[src/rtl/core/dq_pkg.sv]
`timescale 1ns / 1ps
// ----------------------------------------------------------------------------
// dq_pkg
// Operation codes, status codes and fixed port widths of the double-ended
// queue core.
// ----------------------------------------------------------------------------
package dq_pkg;

  // Fixed widths of the item fields
  localparam int KIND_W   = 2;
  localparam int DATA_W   = 32;
  localparam int OCC_W    = 5;
  localparam int STATUS_W = 2;

  // Operation codes
  localparam logic [KIND_W-1:0] KIND_PUSH_FRONT = 2'd0;
  localparam logic [KIND_W-1:0] KIND_PUSH_BACK  = 2'd1;
  localparam logic [KIND_W-1:0] KIND_POP_FRONT  = 2'd2;
  localparam logic [KIND_W-1:0] KIND_POP_BACK   = 2'd3;

  // Result status codes
  localparam logic [STATUS_W-1:0] STATUS_DONE      = 2'd0;
  localparam logic [STATUS_W-1:0] STATUS_POP_EMPTY = 2'd1;
  localparam logic [STATUS_W-1:0] STATUS_PUSH_FULL = 2'd2;

endpackage

[src/rtl/core/dq_ram.sv]
`timescale 1ns / 1ps
// ----------------------------------------------------------------------------
// dq_ram
// Simple dual-port RAM: one write port, one read port with registered data.
// Read data holds while no read is enabled.
// ----------------------------------------------------------------------------
module dq_ram #(
  parameter int WIDTH = 32,
  parameter int DEPTH = 16
) (
  input  logic                     clk,
  input  logic                     we,
  input  logic [$clog2(DEPTH)-1:0] waddr,
  input  logic [WIDTH-1:0]         wdata,
  input  logic                     re,
  input  logic [$clog2(DEPTH)-1:0] raddr,
  output logic [WIDTH-1:0]         rdata
);

  logic [WIDTH-1:0] mem [DEPTH];

  // Write port
  always_ff @(posedge clk) begin
    if (we) begin
      mem[waddr] <= wdata;
    end
  end

  // Registered read port
  always_ff @(posedge clk) begin
    if (re) begin
      rdata <= mem[raddr];
    end
  end

endmodule

[src/rtl/core/double_ended_queue_core.sv]
`timescale 1ns / 1ps
// ----------------------------------------------------------------------------
// double_ended_queue_core
// Bounded double-ended queue of signed words in a ring buffer. Each input
// word asks for push front, push back, pop front or pop back and yields one
// result word with the new end words, the occupancy and a status.
//
//   channel  direction  handshake            payload
//   input    in         in_valid / in_ready  kind, value
//   output   out        out_valid/out_ready  front_word, back_word,
//                                            occupancy, is_empty, status
//
// An operation passes the execute state (pointer update, slot RAM write or
// address) and the done state (RAM read of the new end word after a pop).
// The front and back words are cached in registers, so pushes need no read.
// A new word is taken in the cycle a result is loaded into the output
// register; a stalled output holds the finished operation until it drains.
// Reset clears pointers and count; the slot RAM is not cleared.
// ----------------------------------------------------------------------------
module double_ended_queue_core #(
  parameter int DEPTH      = 16,
  parameter int WORD_WIDTH = 32
) (
  input  logic                               clk,
  input  logic                               rst,
  // input channel
  input  logic                               in_valid,
  output logic                               in_ready,
  input  logic [dq_pkg::KIND_W-1:0]          kind,
  input  logic signed [dq_pkg::DATA_W-1:0]   value,
  // output channel
  output logic                               out_valid,
  input  logic                               out_ready,
  output logic signed [dq_pkg::DATA_W-1:0]   front_word,
  output logic signed [dq_pkg::DATA_W-1:0]   back_word,
  output logic [dq_pkg::OCC_W-1:0]           occupancy,
  output logic                               is_empty,
  output logic [dq_pkg::STATUS_W-1:0]        status
);

  localparam int AW = $clog2(DEPTH);
  localparam int CW = $clog2(DEPTH + 1);
  localparam logic [AW-1:0] LAST_IDX = AW'(DEPTH - 1);
  localparam logic [CW-1:0] FULL_CNT = CW'(DEPTH);

  // Sequencer states
  localparam logic [1:0] S_IDLE = 2'd0;
  localparam logic [1:0] S_EXEC = 2'd1;
  localparam logic [1:0] S_DONE = 2'd2;

  logic [1:0]                        state;
  logic [1:0]                        state_next;
  logic [AW-1:0]                     head;
  logic [AW-1:0]                     tail;
  logic [CW-1:0]                     count;
  logic [WORD_WIDTH-1:0]             front_reg;
  logic [WORD_WIDTH-1:0]             back_reg;
  logic [dq_pkg::KIND_W-1:0]         kind_q;
  logic [WORD_WIDTH-1:0]             value_q;
  logic [dq_pkg::STATUS_W-1:0]       op_status;
  logic                              pend_front;
  logic                              pend_back;

  logic                              in_fire;
  logic                              out_free;
  logic                              is_push;
  logic                              is_front;
  logic                              full;
  logic                              empty;
  logic [AW-1:0]                     head_inc;
  logic [AW-1:0]                     head_dec;
  logic [AW-1:0]                     tail_inc;
  logic [AW-1:0]                     tail_dec;
  logic [AW-1:0]                     tail_dec2;
  logic                              ram_we;
  logic [AW-1:0]                     ram_waddr;
  logic                              ram_re;
  logic [AW-1:0]                     ram_raddr;
  logic [WORD_WIDTH-1:0]             ram_rdata;
  logic [WORD_WIDTH-1:0]             front_fin;
  logic [WORD_WIDTH-1:0]             back_fin;

  // Handshake
  assign out_free = !out_valid || out_ready;
  assign in_ready = (state == S_IDLE) || ((state == S_DONE) && out_free);
  assign in_fire  = in_valid && in_ready;

  // Ring pointer neighbors
  assign head_inc  = (head == LAST_IDX) ? '0 : head + 1'b1;
  assign head_dec  = (head == '0) ? LAST_IDX : head - 1'b1;
  assign tail_inc  = (tail == LAST_IDX) ? '0 : tail + 1'b1;
  assign tail_dec  = (tail == '0) ? LAST_IDX : tail - 1'b1;
  assign tail_dec2 = (tail_dec == '0) ? LAST_IDX : tail_dec - 1'b1;

  // Operation decode
  assign is_push  = (kind_q == dq_pkg::KIND_PUSH_FRONT) ||
                    (kind_q == dq_pkg::KIND_PUSH_BACK);
  assign is_front = (kind_q == dq_pkg::KIND_PUSH_FRONT) ||
                    (kind_q == dq_pkg::KIND_POP_FRONT);
  assign full     = (count == FULL_CNT);
  assign empty    = (count == '0);

  // RAM access in the execute cycle: write on a non-full push, read the new
  // end on a pop leaving words behind. Reads and writes never share a cycle.
  assign ram_we    = (state == S_EXEC) && is_push && !full;
  assign ram_waddr = is_front ? head_dec : tail;
  assign ram_re    = (state == S_EXEC) && !is_push && (count > CW'(1));
  assign ram_raddr = is_front ? head_inc : tail_dec2;

  dq_ram #(
    .WIDTH (WORD_WIDTH),
    .DEPTH (DEPTH)
  ) u_slots (
    .clk   (clk),
    .we    (ram_we),
    .waddr (ram_waddr),
    .wdata (value_q),
    .re    (ram_re),
    .raddr (ram_raddr),
    .rdata (ram_rdata)
  );

  // End words after the operation
  assign front_fin = pend_front ? ram_rdata : front_reg;
  assign back_fin  = pend_back  ? ram_rdata : back_reg;

  // Next state
  always_comb begin
    state_next = state;
    case (state)
      S_IDLE: begin
        if (in_fire) state_next = S_EXEC;
      end
      S_EXEC: begin
        state_next = S_DONE;
      end
      S_DONE: begin
        if (in_fire) begin
          state_next = S_EXEC;
        end else if (out_free) begin
          state_next = S_IDLE;
        end
      end
      default: begin
        state_next = S_IDLE;
      end
    endcase
  end

  // Control state
  always_ff @(posedge clk) begin
    if (rst) begin
      state      <= S_IDLE;
      head       <= '0;
      tail       <= '0;
      count      <= '0;
      pend_front <= 1'b0;
      pend_back  <= 1'b0;
      out_valid  <= 1'b0;
    end else begin
      state <= state_next;
      if (state == S_EXEC) begin
        pend_front <= ram_re && is_front;
        pend_back  <= ram_re && !is_front;
        if (is_push && !full) begin
          count <= count + 1'b1;
          if (is_front) head <= head_dec;
          else          tail <= tail_inc;
        end else if (!is_push && !empty) begin
          count <= count - 1'b1;
          if (is_front) head <= head_inc;
          else          tail <= tail_dec;
        end
      end
      if ((state == S_DONE) && out_free) begin
        out_valid <= 1'b1;
      end else if (out_ready) begin
        out_valid <= 1'b0;
      end
    end
  end

  // Captured input word
  always_ff @(posedge clk) begin
    if (in_fire) begin
      kind_q  <= kind;
      value_q <= WORD_WIDTH'($unsigned(value));
    end
  end

  // Cached end words and status
  always_ff @(posedge clk) begin
    if (state == S_EXEC) begin
      if (is_push) begin
        op_status <= full ? dq_pkg::STATUS_PUSH_FULL : dq_pkg::STATUS_DONE;
      end else begin
        op_status <= empty ? dq_pkg::STATUS_POP_EMPTY : dq_pkg::STATUS_DONE;
      end
      if (is_push && !full) begin
        if (is_front || empty) front_reg <= value_q;
        if (!is_front || empty) back_reg <= value_q;
      end
    end
    if (state == S_DONE) begin
      front_reg <= front_fin;
      back_reg  <= back_fin;
    end
  end

  // Output register
  always_ff @(posedge clk) begin
    if ((state == S_DONE) && out_free) begin
      front_word <= empty ? '1 : dq_pkg::DATA_W'($signed(front_fin));
      back_word  <= empty ? '1 : dq_pkg::DATA_W'($signed(back_fin));
      occupancy  <= dq_pkg::OCC_W'(count);
      is_empty   <= empty;
      status     <= op_status;
    end
  end

`ifndef SYNTHESIS
  // Count never passes the ring size
  assert property (@(posedge clk) disable iff (rst) count <= FULL_CNT)
    else $error("occupancy count above depth");

  // Empty or full ring has coinciding pointers, otherwise they differ
  assert property (@(posedge clk) disable iff (rst)
    (head == tail) == ((count == '0) || (count == FULL_CNT)))
    else $error("ring pointers disagree with count");

  // A rejected pop reports an empty queue with both words at -1
  assert property (@(posedge clk) disable iff (rst)
    (out_valid && (status == dq_pkg::STATUS_POP_EMPTY)) |->
      (is_empty && (front_word == '1) && (back_word == '1)))
    else $error("pop on empty reported wrong words");

  // No word is taken while an operation is executing
  assert property (@(posedge clk) disable iff (rst)
    (state == S_EXEC) |-> !in_ready)
    else $error("input taken during execute");
`endif

endmodule
[config.mk]
export PLATFORM = sky130hd
export DESIGN_NAME = double_ended_queue_core
export DESIGN_NICKNAME = d
export VERILOG_FILES = /design/src/rtl/core/dq_pkg.sv /design/src/rtl/core/dq_ram.sv /design/src/rtl/core/double_ended_queue_core.sv
export SDC_FILE = /design/constraint.sdc
export NUM_CORES = 1
export LEC_CHECK = 0
export ABC_AREA = 1
export BUFFER_PORTS_ARGS = -buffer_cell sky130_fd_sc_hd__buf_2
export CELL_PAD_IN_SITES_DETAIL_PLACEMENT = 1
export CELL_PAD_IN_SITES_GLOBAL_PLACEMENT = 1
export CORE_MARGIN = 4
export CORE_UTILIZATION = 45
export DETAILED_ROUTE_END_ITERATION = 6
export PLACE_DENSITY = 0.71
export SLEW_MARGIN = 20
export SYNTH_ARGS = -nofsm -noshare
export SYNTH_HDL_FRONTEND = slang
export SYNTH_SLANG_ARGS = --single-unit
[constraint.sdc]
create_clock -name clk -period 12.1 [get_ports clk]
set_clock_uncertainty 0.1 [all_clocks]
set_input_delay 2.42 -clock clk [delete_from_list [all_inputs] [get_ports clk]]
set_output_delay 2.42 -clock clk [all_outputs]
set_load 0.03 [all_outputs]
==> out/results.txt, run 1 <==
Outcome: finished, final reports clean
H-Tree Depth: 3
Final setup vio count: 0
Critical path arrival: 3.19 ns
Yosys reg bits: 734
Tmin final: 5.707 ns
Max cap viols: 0
Final hold vios: 0
Logic pwr share: 0.127
Drt pass-1 iters: 5
Syn Inst Count: 2893
Internal power: 4.496 mW
FMAX: 175.2 MHz
Pre-CTS setup slack: 6.392 ns
Psw: 1.634 mW
Most used cell, CP: buf_2
Via count: 21500
Max reg flops: 512
Fin Setup TNS: 0 ns
Multi-input gate area: 0.007689 mm2
Placed Instance Area: 0.03306 mm2
Synth Area in Adders: 0.007112
Nets: 3016
Initial antenna violation count: 1
DRC Markers: 0
Crit start category: primary input
Biggest register: u_slots.mem
Die Wd: 273.3 um
Leak pwr: 13.84 nW
I/O Buffers: 111
Area grow syn2layout: 12.41%
Synth cell types: 32
Sequential area share after synthesis: 0.6903
Period utilisation layout: 0.4716
Crit. End Element: output port
TritonCTS clock tree: yes
Core Box Area: 0.06919 mm2
Clock power frac: 0.385
Worst hold slack: 0.3241 ns
Syn avg cell area: 10.95 um2
Min-delay worst type: reg -> reg
Switching Fraction: 0.2666
Slowest stage cell, crit path: nor2_1
Diode count: 0
Max Slew Vio Count: 0
Die H: 273.3 um
Post-CTS setup-driven buffer insertion count: 0
Critical Path Fanout Max: 4
Syn nets: 2949
Post-route cell area: 0.03560 mm2
Vias in the first global route: 22210
CTS max path bufs: 3
CTS clk-pin slew, worst paths: 0.05 ns
Yosys Warn Count: 0
Grt ovf: 0
Data required, critical path: 9.58 ns
Crit path largest cell delay: 0.31 ns
Vias per cell: 5.437
Total wire length: 89.58 mm
Post-Synth Simple-Gate Area: 0.1786
Initial core utilization: 0.4577
Drt initial violations: 1979
Synth Area in Compound Gates: 0.04836
Wire per inst: 22.66 um
Gr usage total: 0.2394
Largest family of logic cells by synthesized area: simple AND/OR/NAND/NOR gates
Filler cell count: 7395
Register share of total power: 0.489
Syn Std Cell Area: 0.03167 mm2
HPWL after DPL: 49.01 mm
Synth Area in XOR/XNOR: 0.001383
Post-route ant nets: 0
Number of clock sinks: 734
Commonest cells after routing, fill and taps aside: nand2_1, edfxtp_1, inv_1, nand3_1, o21ai_0
Max IR drop VDD: 0.0001124 V
WS Path Type: in -> out
# hold bufs at CTS: 0
Resized cells post-CTS: 0
First-pass GRT wire length: 135.5 mm
Unrepaired setup endpoints after global routing: false
IO Count: 112
Worst setup margin: 6.393 ns
Worst-Skew Late Latency: 0.63 ns
Layout cells sized above 1: 0.09825
CTS Buf Count: 80
Buf/Inv on CP: 2
RePlAce Congestion: 0.7863
PwrDens: 172.2 mW/mm2
Worst-margin pin slew: 1.054 ns
Fraction of synthesized area in multiplexers: 0
Sequential Area: 0.02187 mm2
Commonest non-fill, non-tap cell in the layout: nand2_1
Critical path's top delay family: simple AND/OR/NAND/NOR gates
Cell Rows: 96
Critical path cell sequence: buf_2 -> nor2_1 -> o21ai_0 -> buf_2
Total die area: 0.07468 mm2
Slew headroom: 0.2974
CTS root buffer: clkbuf_16
Largest net degree at the start of global routing: 210
## power groups by stage
stage                     clock (mW)  combinational (mW)  sequential (mW)
final                           2.36               0.776             2.99
after global placement             0               0.741             3.04
after global routing            2.51               0.864             3.00
after detailed placement           0               0.770             3.05
after floorplan                    0               0.498             3.06
after CTS                       2.40               0.776             2.99
## final cells by class
class,instances,share of cell area
inverters,391,0.04134
multi-input cells,1601,0.2160
clock buffers,105,0.06239
well taps,931,0.03273
clock inverters,40,0.008014
flip-flops and latches,734,0.6144
repair buffers,152,0.02517
## layer usage
layer | vias to the layer above | GRT usage | share of wire
met5 | - | 0 | 0
met4 | 0 | 0.07107 | 0.025
met3 | 152 | 0.03585 | 0.062
met2 | 679 | 0.3953 | 0.48
met1 | 10770 | 0.3314 | 0.43
li1 | 9898 | - | -
## path summary, 6_finish.rpt
check	startpoint	end	slack [ns]	cells after the start
setup / recovery	out_ready	in_ready	6.39	4
hold / removal	op_status[1]	status[1]	0.32	0
setup reg to reg	kind_q[0]	u_slots.rdata[17]	7.74	12
hold reg to reg	op_status[1]	status[1]	0.32	0
## cell families (layout without fill, tap and decap cells)
group                      count (synthesis)  count (layout)
adders and majority gates                 18              18
AOI/OAI and AO/OA                        304             304
buffers and inverters                    558             688
xor gates and xnor gates                   5               5
and+or+nand+nor                         1274            1274
DFF                                      734             734
## cells in the mapped netlist
cell / instances / area (um2)
buf_4: 42 / 315.3
nand2_4: 1 / 11.26
a31oi_1: 3 / 18.77
or2_2: 3 / 18.77
nor2_1: 32 / 120.1
a21oi_1: 18 / 90.09
nand2_1: 760 / 2853
nand3_2: 1 / 10.01
clkbuf_4: 1 / 7.510
nor3_1: 3 / 15.01
dfxtp_1: 18 / 360.4
nand3b_1: 96 / 720.7
o21ai_1: 107 / 535.5
and2_1: 1 / 6.260
edfxtp_1: 716 / 21500
ha_1: 18 / 225.2
nor2_2: 1 / 6.260
buf_1: 13 / 48.80
buf_2: 68 / 340.3
xor2_1: 3 / 26.28
inv_1: 386 / 1449
inv_2: 5 / 18.77
xnor2_1: 2 / 17.52
clkbuf_1: 42 / 157.7
nand4_1: 1 / 6.260
nor3_4: 1 / 16.27
o21ai_0: 174 / 870.8
a211oi_1: 1 / 7.510
buf_6: 1 / 11.26
o21ai_2: 1 / 8.760
nand3_1: 373 / 1867
or2_0: 1 / 6.260
## through the flow
| step | power [mW] | utilization | cells |
|---|---|---|---|
| after floorplan | 3.555 | - | 2893 |
| after CTS | 6.173 | 0.5140 | 3953 |
| after global placement | 3.780 | 0.4778 | 3808 |
| final | 6.130 | 0.5145 | 3954 |
| after global routing | 6.382 | 0.5145 | 3954 |
| after detailed placement | 3.818 | 0.4778 | 3808 |
No activity file was read; power rests on OpenSTA's default activity.
==> inputs of run 2 (changes only) <==
Settings changed: ABC_AREA 1 to 0, PLACE_DENSITY 0.71 to 0.69.
Clock period 12.1 ns to 5.15 ns, I/O delays scaled along.
==> run 2 against run 1 <==
Compared with the run above:
- die area shrank 5.4%
- via count decreased by 28%
- worst setup slack worse by 4.8 ns
- register-to-register slack worse by 6.2 ns
- combinational power is 100% higher
- clock power is 130% higher
- non-clock buffer count is 1 higher
==> out/results.txt, run 2 <==
Min-delay worst type: reg -> reg
Register share of total power: 0.501 (+0.012)
Slowest stage cell, crit path: nor2_4
Largest net degree at the start of global routing: 73 (-65%)
Commonest non-fill, non-tap cell in the layout: edfxtp_1
Slew headroom: 0.3064 (+0.008954)
Reg2Reg Setup Slack: 1.57 ns (-6.17 ns)
Final setup vio count: 0 (unchanged)
Diode count: 0 (unchanged)
DRC Markers: 0 (unchanged)
Critical path cell sequence: inv_1 -> ha_1 -> a31oi_1 -> buf_4 -> nand2_1 -> nor2_1 -> nand2_1 -> nor2_4 -> buf_4
Max cap viols: 0 (unchanged)
Psw: 3.375 mW (+110%)
Reg-to-Reg End: u_slots.mem[10][9]
Multi-input gate area: 0.007463 mm2 (-2.9%)
R2R depth: 9 (-3)
Layout cells sized above 1: 0.1515 (+0.05324)
WS Path Type: reg -> reg
Number of clock sinks: 734 (unchanged)
Syn nets: 1776 (-40%)
Logic pwr share: 0.112 (-0.015)
Top FF cell, synth: edfxtp_1
TritonCTS clock tree: yes
H-Tree Depth: 3 (unchanged)
Drt initial violations: 1165 (-41%)
I/O Buffers: 111 (unchanged)
CTS max path bufs: 3 (unchanged)
HPWL after DPL: 41.26 mm (-16%)
Yosys reg bits: 734 (unchanged)
Grt ovf: 0 (unchanged)
Sequential Area: 0.02186 mm2 (about the same)
Drt pass-1 iters: 5 (unchanged)
Data required, critical path: 5.32 ns (-4.26 ns)
Max Slew Vio Count: 0 (unchanged)
Gr usage total: 0.2042 (-0.03522)
PwrDens: 409.7 mW/mm2 (+140%)
Initial core utilization: 0.4547 (-0.003032)
Most common cell in the netlist: edfxtp_1
Outcome: finished, final reports clean
Placed Instance Area: 0.03146 mm2 (-4.8%)
Fin Setup TNS: 0 ns (unchanged)
Pre-CTS setup slack: 1.653 ns (-4.739 ns)
Clock power frac: 0.387 (+0.002)
Largest cells by area after synthesis: edfxtp_1, mux2i_1, buf_6
Via count: 15440 (-28%)
Max IR drop VDD: 0.0002222 V (+98%)
Total wire length: 72.63 mm (-19%)
Worst hold slack: 0.3269 ns (+0.002802 ns)
Biggest register: u_slots.mem
Leading area contributor after synthesis: edfxtp_1
CTS Buf Count: 78 (-2.5%)
RR Startpoint: count[0]
Period utilisation layout: 0.6954
Sequential area share after synthesis: 0.7313 (+0.04097)
Synth cell types: 54 (+69%)
Commonest cells after routing, fill and taps aside: edfxtp_1, mux2i_1, buf_2, nand2_1, clkbuf_16
Initial antenna violation count: 0 (-1)
Commonest cells post-synth: edfxtp_1, mux2i_1, nand2_1
Crit path largest cell delay: 0.85 ns (+0.54 ns)
Worst setup margin: 1.569 ns (-4.824 ns)
Nets: 1919 (-36%)
First-pass GRT wire length: 107.8 mm (-20%)
Crit start category: flip-flop
Post-CTS setup-driven buffer insertion count: 0 (unchanged)
Synth top area share: 0.7193 (+0.04030)
Tmin final: 3.581 ns
Die Wd: 265.7 um (-2.8%)
Unrepaired setup endpoints after global routing: false
Total die area: 0.07062 mm2 (-5.4%)
Crit. End Element: flip-flop
Switching Fraction: 0.2431 (-0.02344)
Critical path arrival: 3.75 ns (+0.56 ns)
IO Count: 112 (unchanged)
Post-route cell area: 0.03388 mm2 (-4.8%)
RePlAce Congestion: 0.7716 (-1.9%)
Max reg flops: 512 (unchanged)
CTS root buffer: clkbuf_16
Wire per inst: 26.08 um (+15%)
Syn Inst Count: 1720 (-41%)
Final hold vios: 0 (unchanged)
Leak pwr: 11.89 nW (-14%)
Filler cell count: 6099 (-18%)
FMAX: 279.2 MHz
Total Power: 13.88 mW (+130%)
Syn avg cell area: 17.38 um2 (+59%)
# hold bufs at CTS: 0 (unchanged)
Area grow syn2layout: 13.34%
Post-route ant nets: 0 (unchanged)
Syn Std Cell Area: 0.02989 mm2 (-5.6%)
Critical Path Fanout Max: 18 (+14)
Core Box Area: 0.06575 mm2 (-5.0%)
Cell Rows: 94 (-2.1%)
Resized cells post-CTS: 0 (unchanged)
Vias per cell: 5.543 (+1.9%)
CTS clk-pin slew, worst paths: 0.06 ns (about the same)
CP startpoint: count[0]
Worst-Skew Late Latency: 0.62 ns (about the same)
Vias in the first global route: 16440 (-26%)
Worst-margin pin slew: 1.040 ns (-0.01343 ns)
Crit path capture: u_slots.mem[10][9]
Number of synthesized flops with an enable pin: 716 (unchanged)
Internal power: 10.51 mW (+130%)
Yosys Warn Count: 0 (unchanged)
FFs w/ async S/R, synth: 0 (unchanged)
Die H: 265.7 um (-2.8%)
==> run 2: changes by cell type after synthesis, moves of 18 or more <==
| cell | delta |
|---|---|
| buf_6 | +41 |
| o21ai_0 | -165 |
| buf_2 | -54 |
| nand3_1 | -367 |
| inv_1 | -376 |
| nand2_1 | -677 |
| a21oi_1 | +61 |
| o21ai_1 | -104 |
| clkbuf_1 | -18 |
| nand3b_1 | -95 |
| nor2_1 | +36 |
| mux2i_1 | +550 |
| buf_4 | -41 |
==> run 2: critical path: cells and delay by family (launching register included) <==
kind / cells / cell delay [ns]
AOI/OAI and AO/OA: 1 / 0.20
adders and majority gates: 1 / 0.24
buffers and inverters: 3 / 0.86
and+or+nand+nor: 4 / 1.36
DFF: 1 / 0.44
==> run 2: worst min path at each step <==
stage / from / endpoint / slack, ns / depth (start not counted)
after floorplan: op_status[0] / status[0] / 0.30 / 0
after global placement: op_status[0] / status[0] / 0.31 / 0
after detailed placement: op_status[0] / status[0] / 0.31 / 0
after CTS: op_status[0] / status[0] / 0.33 / 0
after global routing: op_status[0] / status[0] / 0.34 / 0
final: op_status[0] / status[0] / 0.33 / 0
==> run 2: power groups by stage <==
stage	sequential, mW	combinational (mW)	clock [mW]
after global placement	7.06	1.52	0
final	6.95	1.56	5.37
after global routing	6.97	1.68	5.77
after CTS	6.96	1.57	5.50
after floorplan	7.05	1.14	0
after detailed placement	7.08	1.56	0
==> run 2: through the flow <==
step,instances,util
detailed placement,2647,0.4786
CTS,2785,0.5153
global route,2785,0.5153
global placement,2647,0.4786
finish,2785,0.5153
floorplan,1720,-
==> run 2: cell families after synthesis <==
logic type               Yosys count  synth area share
adder cells (fa/ha/maj)           18          0.007534
flip-flops                       734            0.7313
AND/OR/NAND/NOR                  180           0.02528
multiplexers                     552            0.1853
AO/OA/AOI/OAI                    120           0.02302
buffers and inverters            106           0.02461
XOR/XNOR                          10          0.002930
==> run 2: metal layers <==
layer,track usage,vias to the layer above,part of all wire
li1,-,6910,-
met1,0.2696,8071,0.43
met2,0.3528,365,0.50
met3,0.03768,90,0.048
met4,0.05085,0,0.019
met5,0,-,0
==> run 2: layout make-up <==
| class | count | share of cell area |
|---|---|---|
| inverters | 16 | 0.001773 |
| flip-flops and latches | 734 | 0.6453 |
| clock inverters | 33 | 0.007017 |
| repair buffers | 153 | 0.02940 |
| clock buffers | 105 | 0.06433 |
| multi-input cells | 880 | 0.2203 |
| well taps | 864 | 0.03191 |
